File: src/hw/rtl/mat_pkg.sv
// Shared types and constants of the machine assignment table.
package mat_pkg;

	localparam logic [2:0] CMD_FIND_FREE = 3'd0;
	localparam logic [2:0] CMD_FIND_INTR = 3'd1;
	localparam logic [2:0] CMD_ASSIGN    = 3'd2;
	localparam logic [2:0] CMD_PREEMPT   = 3'd3;
	localparam logic [2:0] CMD_MAKESPAN  = 3'd4;

	localparam int CFG_BITS = 5;
	localparam logic [CFG_BITS-1:0] CFG_RESET = 5'd16;

	typedef struct packed {
		logic [2:0]  command;
		logic [3:0]  machine_index;
		logic [31:0] query_time;
		logic [31:0] duration;
		logic [31:0] slot_begin;
		logic [31:0] slot_end;
	} mat_request_t;

	typedef struct packed {
		logic        found;
		logic [3:0]  chosen_machine;
		logic [31:0] amount;
		logic        error;
	} mat_result_t;

	typedef enum logic [2:0] {
		ST_IDLE,
		ST_DISPATCH,
		ST_SCAN,
		ST_LAST,
		ST_READ,
		ST_EXEC,
		ST_RESP
	} mat_state_t;

	// Commands from the controller to the datapath.
	typedef struct packed {
		logic load;
		logic scan_issue;
		logic pre_read;
		logic exec;
	} mat_ctrl_t;

	// Status from the datapath back to the controller.
	typedef struct packed {
		logic is_scan;
		logic is_preempt;
		logic cnt_zero;
		logic scan_last;
	} mat_status_t;

endpackage

File: src/hw/rtl/mat_ram.sv
// Generic single-write, single-read RAM with registered read data.
module mat_ram #(
	parameter int WIDTH = 64,
	parameter int DEPTH = 16
) (
	input  logic                                   clk,
	input  logic                                   we,
	input  logic [(DEPTH > 1 ? $clog2(DEPTH) : 1)-1:0] waddr,
	input  logic [WIDTH-1:0]                       wdata,
	input  logic                                   re,
	input  logic [(DEPTH > 1 ? $clog2(DEPTH) : 1)-1:0] raddr,
	output logic [WIDTH-1:0]                       rdata
);
	logic [WIDTH-1:0] mem [DEPTH];

	always_ff @(posedge clk) begin
		if (we) begin
			mem[waddr] <= wdata;
		end
		if (re) begin
			rdata <= mem[raddr];
		end
	end
endmodule

File: src/hw/rtl/mat_ctrl.sv
// Controller state machine of the machine assignment table.
module mat_ctrl (
	input  logic                clk,
	input  logic                arst_n,
	input  logic                start,
	input  mat_pkg::mat_status_t status,
	output mat_pkg::mat_ctrl_t   ctrl,
	output logic                busy,
	output logic                done
);
	import mat_pkg::*;

	mat_state_t state_q;
	mat_state_t state_d;

	always_ff @(posedge clk or negedge arst_n) begin
		if (!arst_n) begin
			state_q <= ST_IDLE;
		end else begin
			state_q <= state_d;
		end
	end

	always_comb begin
		state_d = state_q;
		case (state_q)
			ST_IDLE: begin
				if (start) state_d = ST_DISPATCH;
			end
			ST_DISPATCH: begin
				if (status.is_scan && !status.cnt_zero) state_d = ST_SCAN;
				else if (status.is_preempt) state_d = ST_READ;
				else state_d = ST_EXEC;
			end
			ST_SCAN: begin
				if (status.scan_last) state_d = ST_LAST;
			end
			ST_LAST:  state_d = ST_RESP;
			ST_READ:  state_d = ST_EXEC;
			ST_EXEC:  state_d = ST_RESP;
			ST_RESP:  state_d = ST_IDLE;
			default:  state_d = ST_IDLE;
		endcase
	end

	always_comb begin
		ctrl = '0;
		busy = 1'b1;
		done = 1'b0;
		case (state_q)
			ST_IDLE: begin
				busy = 1'b0;
				ctrl.load = start;
			end
			ST_SCAN:  ctrl.scan_issue = 1'b1;
			ST_READ:  ctrl.pre_read = 1'b1;
			ST_EXEC:  ctrl.exec = 1'b1;
			ST_RESP:  done = 1'b1;
			default: begin
				ctrl = '0;
			end
		endcase
	end
endmodule

File: src/hw/rtl/mat_dp.sv
// Datapath: request registers, machine table, scan accumulators and result.
module mat_dp #(
	parameter int MAX_MACHINES = 16,
	parameter int TIME_BITS    = 32
) (
	input  logic                                  clk,
	input  logic                                  arst_n,
	input  mat_pkg::mat_request_t                 request,
	input  mat_pkg::mat_ctrl_t                    ctrl,
	input  logic                                  cfg_we,
	input  logic [mat_pkg::CFG_BITS-1:0]          cfg_data,
	output mat_pkg::mat_status_t                  status,
	output mat_pkg::mat_result_t                  result
);
	import mat_pkg::*;

	localparam int IDX_W  = MAX_MACHINES > 1 ? $clog2(MAX_MACHINES) : 1;
	localparam int CNT_RAW = $clog2(MAX_MACHINES + 1);
	localparam int CNT_W  = CNT_RAW > CFG_BITS ? CNT_RAW : CFG_BITS;
	localparam int TB     = TIME_BITS;

	function automatic logic [TB-1:0] to_time(input logic [31:0] v);
		logic [TB+31:0] w;
		w = {{TB{1'b0}}, v};
		return w[TB-1:0];
	endfunction

	function automatic logic [31:0] to_out(input logic [TB-1:0] v);
		logic [TB+31:0] w;
		w = {32'd0, v};
		return w[31:0];
	endfunction

	// Request registers.
	logic [2:0]    cmd_q;
	logic [3:0]    idx_q;
	logic [TB-1:0] t_q;
	logic [TB-1:0] b_q;
	logic [TB-1:0] e_q;

	logic [CFG_BITS-1:0] miu_q;
	logic [MAX_MACHINES-1:0] valid_q;

	logic [IDX_W-1:0] ptr_q;
	logic [IDX_W-1:0] idx_s1;
	logic             eval_s1;

	logic          found_q;
	logic [3:0]    chosen_q;
	logic [TB-1:0] best_q;
	logic          error_q;

	logic [CNT_W-1:0] n_eff;
	logic [IDX_W+3:0] idx_wide;
	logic [IDX_W-1:0] idx_ram;
	logic [IDX_W+3:0] chosen_wide;
	logic             idx_ok;

	logic [2*TB-1:0] rd_data;
	logic [TB-1:0]   ent_start;
	logic [TB-1:0]   ent_finish;
	logic            ent_valid;
	logic [TB-1:0]   rem;

	logic            ram_we;
	logic [2*TB-1:0] ram_wdata;
	logic [IDX_W-1:0] ram_raddr;
	logic            assign_ok;
	logic            pre_hit;
	logic            pre_cut;

	assign n_eff = (CNT_W'(miu_q) > CNT_W'(MAX_MACHINES)) ? CNT_W'(MAX_MACHINES)
		: CNT_W'(miu_q);
	assign idx_wide    = {{IDX_W{1'b0}}, idx_q};
	assign idx_ram     = idx_wide[IDX_W-1:0];
	assign chosen_wide = {4'd0, idx_s1};
	assign idx_ok      = CNT_W'(idx_q) < n_eff;

	assign ent_start  = rd_data[2*TB-1:TB];
	assign ent_finish = rd_data[TB-1:0];
	assign ent_valid  = valid_q[idx_s1];
	assign rem        = ent_finish - t_q;

	assign assign_ok = idx_ok && (b_q < e_q);
	assign pre_hit   = idx_ok && valid_q[idx_ram];
	assign pre_cut   = pre_hit && (ent_finish > e_q);

	always_comb begin
		ram_we    = 1'b0;
		ram_wdata = {b_q, e_q};
		if (ctrl.exec) begin
			case (cmd_q)
				CMD_ASSIGN: ram_we = assign_ok;
				CMD_PREEMPT: begin
					ram_we    = pre_cut;
					ram_wdata = {ent_start, e_q};
				end
				default: ram_we = 1'b0;
			endcase
		end
	end

	assign ram_raddr = ctrl.pre_read ? idx_ram : ptr_q;

	mat_ram #(
		.WIDTH(2 * TB),
		.DEPTH(MAX_MACHINES)
	) u_table (
		.clk  (clk),
		.we   (ram_we),
		.waddr(idx_ram),
		.wdata(ram_wdata),
		.re   (ctrl.scan_issue | ctrl.pre_read),
		.raddr(ram_raddr),
		.rdata(rd_data)
	);

	always_ff @(posedge clk or negedge arst_n) begin
		if (!arst_n) begin
			miu_q   <= CFG_RESET;
			valid_q <= '0;
			eval_s1 <= 1'b0;
		end else begin
			if (cfg_we) miu_q <= cfg_data;
			if (ctrl.exec && cmd_q == CMD_ASSIGN && assign_ok) valid_q[idx_ram] <= 1'b1;
			eval_s1 <= ctrl.scan_issue;
		end
	end

	always_ff @(posedge clk) begin
		if (ctrl.load) begin
			cmd_q    <= request.command;
			idx_q    <= request.machine_index;
			t_q      <= to_time(request.query_time);
			b_q      <= to_time(request.slot_begin);
			e_q      <= to_time(request.slot_end);
			ptr_q    <= '0;
			found_q  <= 1'b0;
			chosen_q <= '0;
			error_q  <= 1'b0;
			// The interruptible search starts its running best at the duration,
			// so one compare covers both the duration and the best so far.
			best_q   <= (request.command == CMD_FIND_INTR) ? to_time(request.duration) : '0;
		end
		if (ctrl.scan_issue) begin
			ptr_q  <= ptr_q + IDX_W'(1);
			idx_s1 <= ptr_q;
		end
		if (eval_s1) begin
			case (cmd_q)
				CMD_FIND_FREE: begin
					if (!found_q && (!ent_valid || ent_finish < t_q)) begin
						found_q  <= 1'b1;
						chosen_q <= chosen_wide[3:0];
					end
				end
				CMD_FIND_INTR: begin
					if (ent_valid && !(ent_finish < t_q) && t_q > ent_start && rem > best_q)
					begin
						found_q  <= 1'b1;
						chosen_q <= chosen_wide[3:0];
						best_q   <= rem;
					end
				end
				CMD_MAKESPAN: begin
					if (ent_valid && ent_finish > best_q) best_q <= ent_finish;
				end
				default: begin
					found_q <= found_q;
				end
			endcase
		end
		if (ctrl.exec) begin
			case (cmd_q)
				CMD_ASSIGN: error_q <= !assign_ok;
				CMD_PREEMPT: begin
					found_q <= pre_hit;
					best_q  <= pre_cut ? (ent_finish - e_q) : '0;
				end
				default: begin
					error_q <= 1'b0;
				end
			endcase
		end
	end

	assign status.is_scan    = (cmd_q == CMD_FIND_FREE) || (cmd_q == CMD_FIND_INTR)
		|| (cmd_q == CMD_MAKESPAN);
	assign status.is_preempt = (cmd_q == CMD_PREEMPT);
	assign status.cnt_zero   = (n_eff == '0);
	assign status.scan_last  = (CNT_W'(ptr_q) == n_eff - CNT_W'(1));

	assign result.found          = found_q;
	assign result.chosen_machine = chosen_q;
	assign result.amount         = (cmd_q == CMD_FIND_INTR) ? 32'd0 : to_out(best_q);
	assign result.error          = error_q;
endmodule

File: src/hw/rtl/machine_assignment_table_core.sv
// Top level of the machine assignment table: controller, datapath and table RAM.
//
// Channel   Direction  Handshake            Contents
// request   in         start, busy          command, index, times
// result    out        done (one cycle)     found, chosen machine, amount, error
// config    in         cfg_valid, cfg_ready machines in use (5 bits)
//
// Search and makespan requests pass through dispatch, one scan step per machine in use,
// a last step and the response; the table RAM is read one entry per cycle on its single
// read port. Preempt passes through dispatch, read, exec and response, assign and unused
// codes through dispatch, exec and response, and busy falls in the cycle after done. Reset
// clears every machine to empty and the count to 16; a machine's times are only used after
// it is assigned. Results cannot be held off: each is valid in the single cycle done is high.
module machine_assignment_table_core #(
	parameter int MAX_MACHINES = 16,
	parameter int TIME_BITS    = 32
) (
	input  logic                          clk,
	input  logic                          arst_n,
	input  logic                          start,
	output logic                          busy,
	input  mat_pkg::mat_request_t         request,
	output logic                          done,
	output mat_pkg::mat_result_t          result,
	input  logic                          cfg_valid,
	output logic                          cfg_ready,
	input  logic [mat_pkg::CFG_BITS-1:0]  cfg_data
);
	import mat_pkg::*;

	mat_ctrl_t   ctrl;
	mat_status_t status;

	assign cfg_ready = !busy;

	mat_ctrl u_ctrl (
		.clk   (clk),
		.arst_n(arst_n),
		.start (start),
		.status(status),
		.ctrl  (ctrl),
		.busy  (busy),
		.done  (done)
	);

	mat_dp #(
		.MAX_MACHINES(MAX_MACHINES),
		.TIME_BITS   (TIME_BITS)
	) u_dp (
		.clk     (clk),
		.arst_n  (arst_n),
		.request (request),
		.ctrl    (ctrl),
		.cfg_we  (cfg_valid && cfg_ready),
		.cfg_data(cfg_data),
		.status  (status),
		.result  (result)
	);

	// An accepted request keeps the block busy in the following cycle.
	a_accept_busy: assert property (@(posedge clk) disable iff (!arst_n)
		start && !busy |=> busy)
		else $error("request accepted but block not busy");

	// Busy only drops right after a result has been delivered.
	a_busy_after_done: assert property (@(posedge clk) disable iff (!arst_n)
		$fell(busy) |-> $past(done))
		else $error("busy dropped without a result");

	// One result per request: no two strobes back to back.
	a_single_done: assert property (@(posedge clk) disable iff (!arst_n)
		done |=> !done)
		else $error("result strobe held for two cycles");

	// A failed assignment reports nothing else.
	a_error_clean: assert property (@(posedge clk) disable iff (!arst_n)
		done && result.error |-> !result.found && result.amount == 32'd0)
		else $error("error result carries other fields");
endmodule
File: config.mk
export PLATFORM = sky130hd
export DESIGN_NAME = machine_assignment_table_core
export DESIGN_NICKNAME = d
export VERILOG_FILES = /design/src/hw/rtl/mat_pkg.sv /design/src/hw/rtl/mat_ram.sv /design/src/hw/rtl/mat_ctrl.sv /design/src/hw/rtl/mat_dp.sv /design/src/hw/rtl/machine_assignment_table_core.sv
export SDC_FILE = /design/constraint.sdc
export NUM_CORES = 2
export LEC_CHECK = 0
export BUFFER_PORTS_ARGS = -buffer_cell sky130_fd_sc_hd__buf_4
export CORE_AREA = 3 3 358 360
export CTS_BUF_LIST = sky130_fd_sc_hd__clkbuf_8
export CTS_CLUSTER_DIAMETER = 40
export DETAILED_ROUTE_END_ITERATION = 10
export DIE_AREA = 0 0 361 363
export PLACE_DENSITY = 0.67
export SYNTH_ARGS = -nofsm -noshare
export SYNTH_HDL_FRONTEND = slang
export SYNTH_SLANG_ARGS = --single-unit
File: constraint.sdc
create_clock -name clk -period 12 [get_ports clk]
set_input_delay 0.6 -clock clk [delete_from_list [all_inputs] [get_ports clk]]
set_output_delay 0.6 -clock clk [all_outputs]
set_load 0.02 [all_outputs]
Yosys cells after proc, flatten, opt, wreduce, memory -nomap -nowiden. Memories as Yosys holds them, arrays and structs flattened. A register that Yosys moved wholly into a read port is not among the register bits. Cells that the tools add are included.

Memories: 1. Input port bits: 144. RAM bits: 1024. Output and inout port bits: 41. Bits in registers: 174.

Memory list: u_dp.u_table.mem (words 16, width 64, rd ports 1, clocked after Yosys merged registers in 1, wr ports 1, RTL line mat_ram.sv:14) `logic [WIDTH-1:0] mem [DEPTH];`.

$add $sub $neg: 4. Bitwise logic cells: 2. Eq/ne operators: 14. $lt $le $gt $ge: 11. Mux-type cells: 52. Reductions and logical operators: 27.

Operators by type and width (count): 2-to-1 mux 32 bit (9); > comparator 32 bit (4); 2-to-1 mux 64 bit (2); less-than comparator 32 bit (2); case mux 32 bit (2 select lines) (1); subtractor 32 bit (2); 2-to-1 mux 4 bit (7); 2-to-1 mux 1 bit (21); bitwise OR 16 bit (1); case mux 3 bit (5 select lines) (1); logical AND 1 bit (13); == test 3 x 2 -> 1 bit (second input constant) (4); == test 3 bit (second input constant) (4); less-than comparator 4 x 5 -> 1 bit (second input constant) (2); == test 3 x 1 -> 1 bit (second input constant) (3); 2-to-1 mux 3 bit (3); binary-select mux 1 bit (select 4 bit) (2); case mux 4 bit (2 select lines) (1); logical NOT 3 bit (2); == test 4 x 5 -> 1 bit (1); > comparator 5 bit (second input constant) (1); logical NOT 1 bit (5); logical NOT 5 bit (1); less-than comparator 4 x 5 -> 1 bit (1); 13 further kinds (17).

Logic depth before layout (Yosys ltp).
Depth in word-level cells: 10. Depth in mapped cells: 24. Depth with buffers taken out: 22.

Hierarchy. From an unflattened synthesis, not the netlist that was laid out.

Cells, all modules: 3224. Area, all modules: 54458.5 um^2.

By module, submodules not included: mat_ram (seq. area each 32671.3 um^2, area an instance 40222.3 um^2, cells an instance 1647, instances 1); mat_dp (seq. area each 4645.7 um^2, area an instance 14010.9 um^2, cells an instance 1551, instances 1); mat_ctrl (seq. area each 75.1 um^2, area an instance 215.2 um^2, cells an instance 24, instances 1); machine_assignment_table_core (seq. area each 0.0 um^2, area an instance 10.0 um^2, cells an instance 2, instances 1).

Worst setup path after synthesis. Ideal clock, no wire load.

Path kind: reg-to-reg. Start: reg u_dp.e_q[25]. End: mem u_dp.u_table.mem[0][0], enable pin. Path buffers: 1. Library setup time: 0.644 ns. Slack: 2.815 ns. Data arrival time: 8.541 ns. Period minus slack after synthesis: 9.185 ns. Cell stages (with the launch flop): 14. Cells stage by stage: edfxtp_1 -> inv_1 -> ha_1 -> a21o_1 -> a21oi_1 -> nor2b_1 -> o21ai_0 -> nand2b_1 -> a21oi_1 -> o22ai_1 -> or3_1 -> clkbuf_1 -> o31a_1 -> nor4_1.

Cells in the longest elaborated chain, start to end: 6. Elaborated cells between the ends (all ways): 8. Classes of those cells: order compare: 2; mux: 4; reduce/logical: 2.

RTL lines: start, declared (RTL line mat_dp.sv:39) `logic [TB-1:0] e_q;`; start signal, assigned (RTL line mat_dp.sv:136) `e_q <= to_time(request.slot_end);`; > comparator 32 bit / less-than comparator 32 bit (equally long branches) (RTL line mat_dp.sv:86, mat_dp.sv:84); logical AND 1 bit (on tied branches) (RTL line mat_dp.sv:86, mat_dp.sv:84); case mux 1 bit (2 select lines) (*) (RTL line mat_dp.sv:92) `case (cmd_q)`; 2-to-1 mux 1 bit (*) (RTL line mat_dp.sv:91) `if (ctrl.exec) begin`; 2-to-1 mux 1 bit (*) (RTL line mat_ram.sv:17) `if (we) begin`; 2-to-1 mux 1 bit (not written as such) (*) (RTL line mat_ram.sv:18) `mem[waddr] <= wdata;`; end, declared (RTL line mat_ram.sv:14).

Every way passes the cells marked *; elsewhere a longest branch is shown, timed or not.

Final worst setup path.
Start: reg u_dp.e_q[0]. End: mem u_dp.u_table.mem[8][5], enable pin.

The elaborated chain is that of the path after synthesis.

==> impl_metrics.yaml <==
route:
  dr.pass1.iters: 8
  dr.first_iter.drc_count: 4804
  vias_per_cell: 5.97
  dr_total_vias: 38900
  totalWireLength_um: 169000
  drcViolationCount: 0
  wl_per_cell_um: 25.8
  ant_nets: 0
layout:
  drive_above_1_share_pct: 12.1
  final_area_um2: 64700
  multi_input_area_um2: 17400
  area_growth_pct: 15.0
  n_fill_cell: 10500
  final_nets: 5044
  mostFrequentLayoutCells: "edfxtp_1 (1199), nand2_1 (645), a211oi_1 (330)"
  seq_area_um2: 37400
  final_common_cell: "edfxtp_1"
synth:
  synth_edf_count: 1199
  synth_area_um2: 56300
  netlist-cell-type-count: 90
  synthCells: 4376
  seq_area_frac_synth_pct: 66.5
  yosysWarnings: 0
  ys_top_cells_by_area: "edfxtp_1 (64%), a211oi_1 (4.4%), ha_1 (4.4%)"
  synth.largest_area_cell: "edfxtp_1"
  synthesis.nets: 4718
  ys_ff_latch: 1262
  synth_top_cell_area_share_pct: 64.0
  synthArstFlopShare_pct: 1.98
  postSynthAreaPerCell_um2: 12.9
  ys.flop_type: "edfxtp_1"
clocking:
  clock_tree.buffer_depth: 3
  clock-sinks: 1262
  postCtsSetupRepairBufs: 0
  clock_latency_ns: 0.95
  ctsHoldBuffers: 123
  clockRootBuffer: "clkbuf_8"
  numCtsBuffers: 208
  cts_max_level: 4
  cts_tree: "built"
  cts_resized: 0
  clkTransAtPathRegs_ns: 0.06
status:
  status: "completed"
placed_design:
  gp_congestion: 0.962
  io_buffers: 184
  place_area_um2: 59500
  dp_hpwl_um: 107000
power:
  power_frac_comb_pct: 41.8
  power_density_nw_per_um2: 247
  clkPwrFrac_pct: 22.3
  power.total_mw: 15.9
  p_sw_share_pct: 41.5
  p_int_mw: 9.32
  seq_power_share_pct: 35.9
  p_leak_nw: 22.8
  max-vdd-ir-drop_mv: 0.220
  power_switching_mw: 6.62
floorplan:
  coreArea_um2: 125000
  rows: 130
  dieArea_um2: 131000
  start_util_pct: 44.9
  ios: 185
  die_w_um: 361
  dieHeight_um: 363
sta:
  finalMaxSlewViolations: 0
  skew_ns: 0.0735
  tns_ns: 0
  post-route-period-util_pct: 53.7
  max_freq_mhz: 155
  setup_violations: 0
  relSlewSlack_pct: 7.03
  worst_slew_pin_slew_ns: 1.39
  finalHoldViolations: 0
  rsz0062_at_grt: "no"
  fin_crit_ns: 6.44
setup_path:
  criticalPathCategory: "register to register"
  arrival_ns: 6.98
  worst_setup_path_start_kind: "register"
  critPathMaxFanout: 47
  r2r_cells: 17
  crit_path_end_kind: "register"
  timing.reg2reg.setup_slack_ns: 5.56
  required_ns: 12.54
global_route:
  grt_max_degree: 210
  grt_util_all_layers_pct: 25.3
  antenna_found_initial: 10
  grt_pass1_vias: 36800
  grt.overflow.total: 0
  grt_pass1_wl_um: 245000
run:
  cap_violations: 0
min_path:
  hold-path-cell-count: 5
  hp-class: "input pin to register"
==> per-layer routing <==
layer	routed length (um)	GRT usage [%]	part of all wire, %
met5	23	0	0.014
met4	5370	9.05	3.2
met1	71200	36.3	42
met3	17900	6.17	11
met2	74000	37.4	44
==> flip-flops by register name, indices dropped and copies added, names as in the netlist, 5 cells and up <==
name and cells:
u_dp.u_table.mem 1024, u_dp.u_table.rdata 64, u_dp.b_q 32, u_dp.best_q 32
u_dp.e_q 32, u_dp.t_q 32, u_dp.valid_q 16, u_dp.miu_q 5
==> synthesized netlist by cell type (6+ instances only) <==
| master | count |
|---|---|
| nand3_1 | 45 |
| dfrtp_1 | 24 |
| buf_1 | 8 |
| a31oi_1 | 155 |
| mux2i_1 | 10 |
| nor4_1 | 16 |
| a211oi_1 | 330 |
| o21a_1 | 14 |
| a21oi_1 | 244 |
| edfxtp_1 | 1199 |
| nor2_1 | 105 |
| mux4_2 | 6 |
| nand4_1 | 32 |
| a221oi_1 | 6 |
| xnor2_1 | 39 |
| o211ai_1 | 16 |
| nand2b_1 | 21 |
| o21bai_1 | 13 |
| ha_1 | 196 |
| xor2_1 | 26 |
| a21o_1 | 55 |
| o31ai_1 | 8 |
| buf_2 | 6 |
| o221ai_1 | 6 |
| a31o_2 | 6 |
| nor2b_1 | 15 |
| and3_1 | 7 |
| inv_1 | 154 |
| nor3_1 | 35 |
| clkbuf_1 | 256 |
| a311oi_1 | 128 |
| a22oi_1 | 16 |
| and2_1 | 262 |
| nand2_1 | 645 |
| mux2_2 | 7 |
| dfxtp_1 | 38 |
| a22o_1 | 14 |
| o21ai_0 | 113 |
| o22ai_1 | 10 |
==> stage by stage <==
stage | setup WS (ns) | instances | hold slack (ns) | util (%)
4_1_cts | 5.68 | 6515 | 0.00341 | 51.6
6_report | 5.56 | 6520 | 0.107 | 51.6
3_3_place_gp | 5.84 | 6019 | 0.449 | 47.5
3_5_place_dp | 5.74 | 6019 | 0.461 | 47.5
5_1_grt | 5.35 | 6516 | 0.0653 | 51.6
2_1_floorplan | 2.81 | 4376 | 0.304 | -
==> power by group through the flow <==
stage / sequential (mW) / combinational, mW / clock, mW
after floorplan: 5.61 / 4.44 / 0
after global placement: 5.79 / 6.43 / 0
after detailed placement: 5.80 / 6.49 / 0
after CTS: 5.72 / 6.56 / 3.63
after global routing: 5.75 / 7.24 / 3.83
final: 5.73 / 6.66 / 3.56
==> cell families (layout without fill, tap and decap cells) <==
group           Yosys count  in the layout  synth area share (%)
compound gates         1181           1181                  14.3
xor+xnor                 65             65                  1.01
fa+ha+maj               198            198                  4.43
buf+inv                 429            918                  2.92
flops                  1262           1262                  66.5
mux                      27             27                 0.745
other cells               0              5                     0
simple gates           1214           1214                  10.1
==> critical path: stages, from the launching register on <==
cell and delay [ns]:
edfxtp_1 0.83, ha_1 0.30, inv_1 0.07, fa_1 0.45, a21o_1 0.17, a21o_1 0.21, a2111oi_0 0.45, buf_4 0.22
o21ai_0 0.11, a21oi_1 0.31, o41ai_1 0.10, and3_1 0.19, buf_4 0.22, inv_1 0.45, o31a_1 0.99, nor3_2 0.10
buf_4 0.30, buf_4 0.39
==> path summary, 6_finish.rpt <==
check	from	end
min in group asynchronous	arst_n	u_ctrl.state_q[1]
max in group asynchronous	arst_n	u_dp.miu_q[4]
worst max register to register	u_dp.e_q[0]	u_dp.u_table.mem[8][5]
worst min-delay path	request[69]	u_dp.best_q[5]
worst max-delay path	u_dp.e_q[0]	u_dp.u_table.mem[8][5]
worst min register to register	u_dp.chosen_q[3]	u_dp.chosen_q[3]
==> final cells by class <==
type                       count  share of cell area (%)
antenna                        5                  0.0193
clock buffer                 209                    4.45
clock inverter               164                    1.60
inverter                     155                   0.909
multi-input combinational   2685                    26.9
sequential                  1262                    57.8
tap                         1650                    3.19
timing repair buffer         390                    5.10
Power figures use the tool's default switching activity.
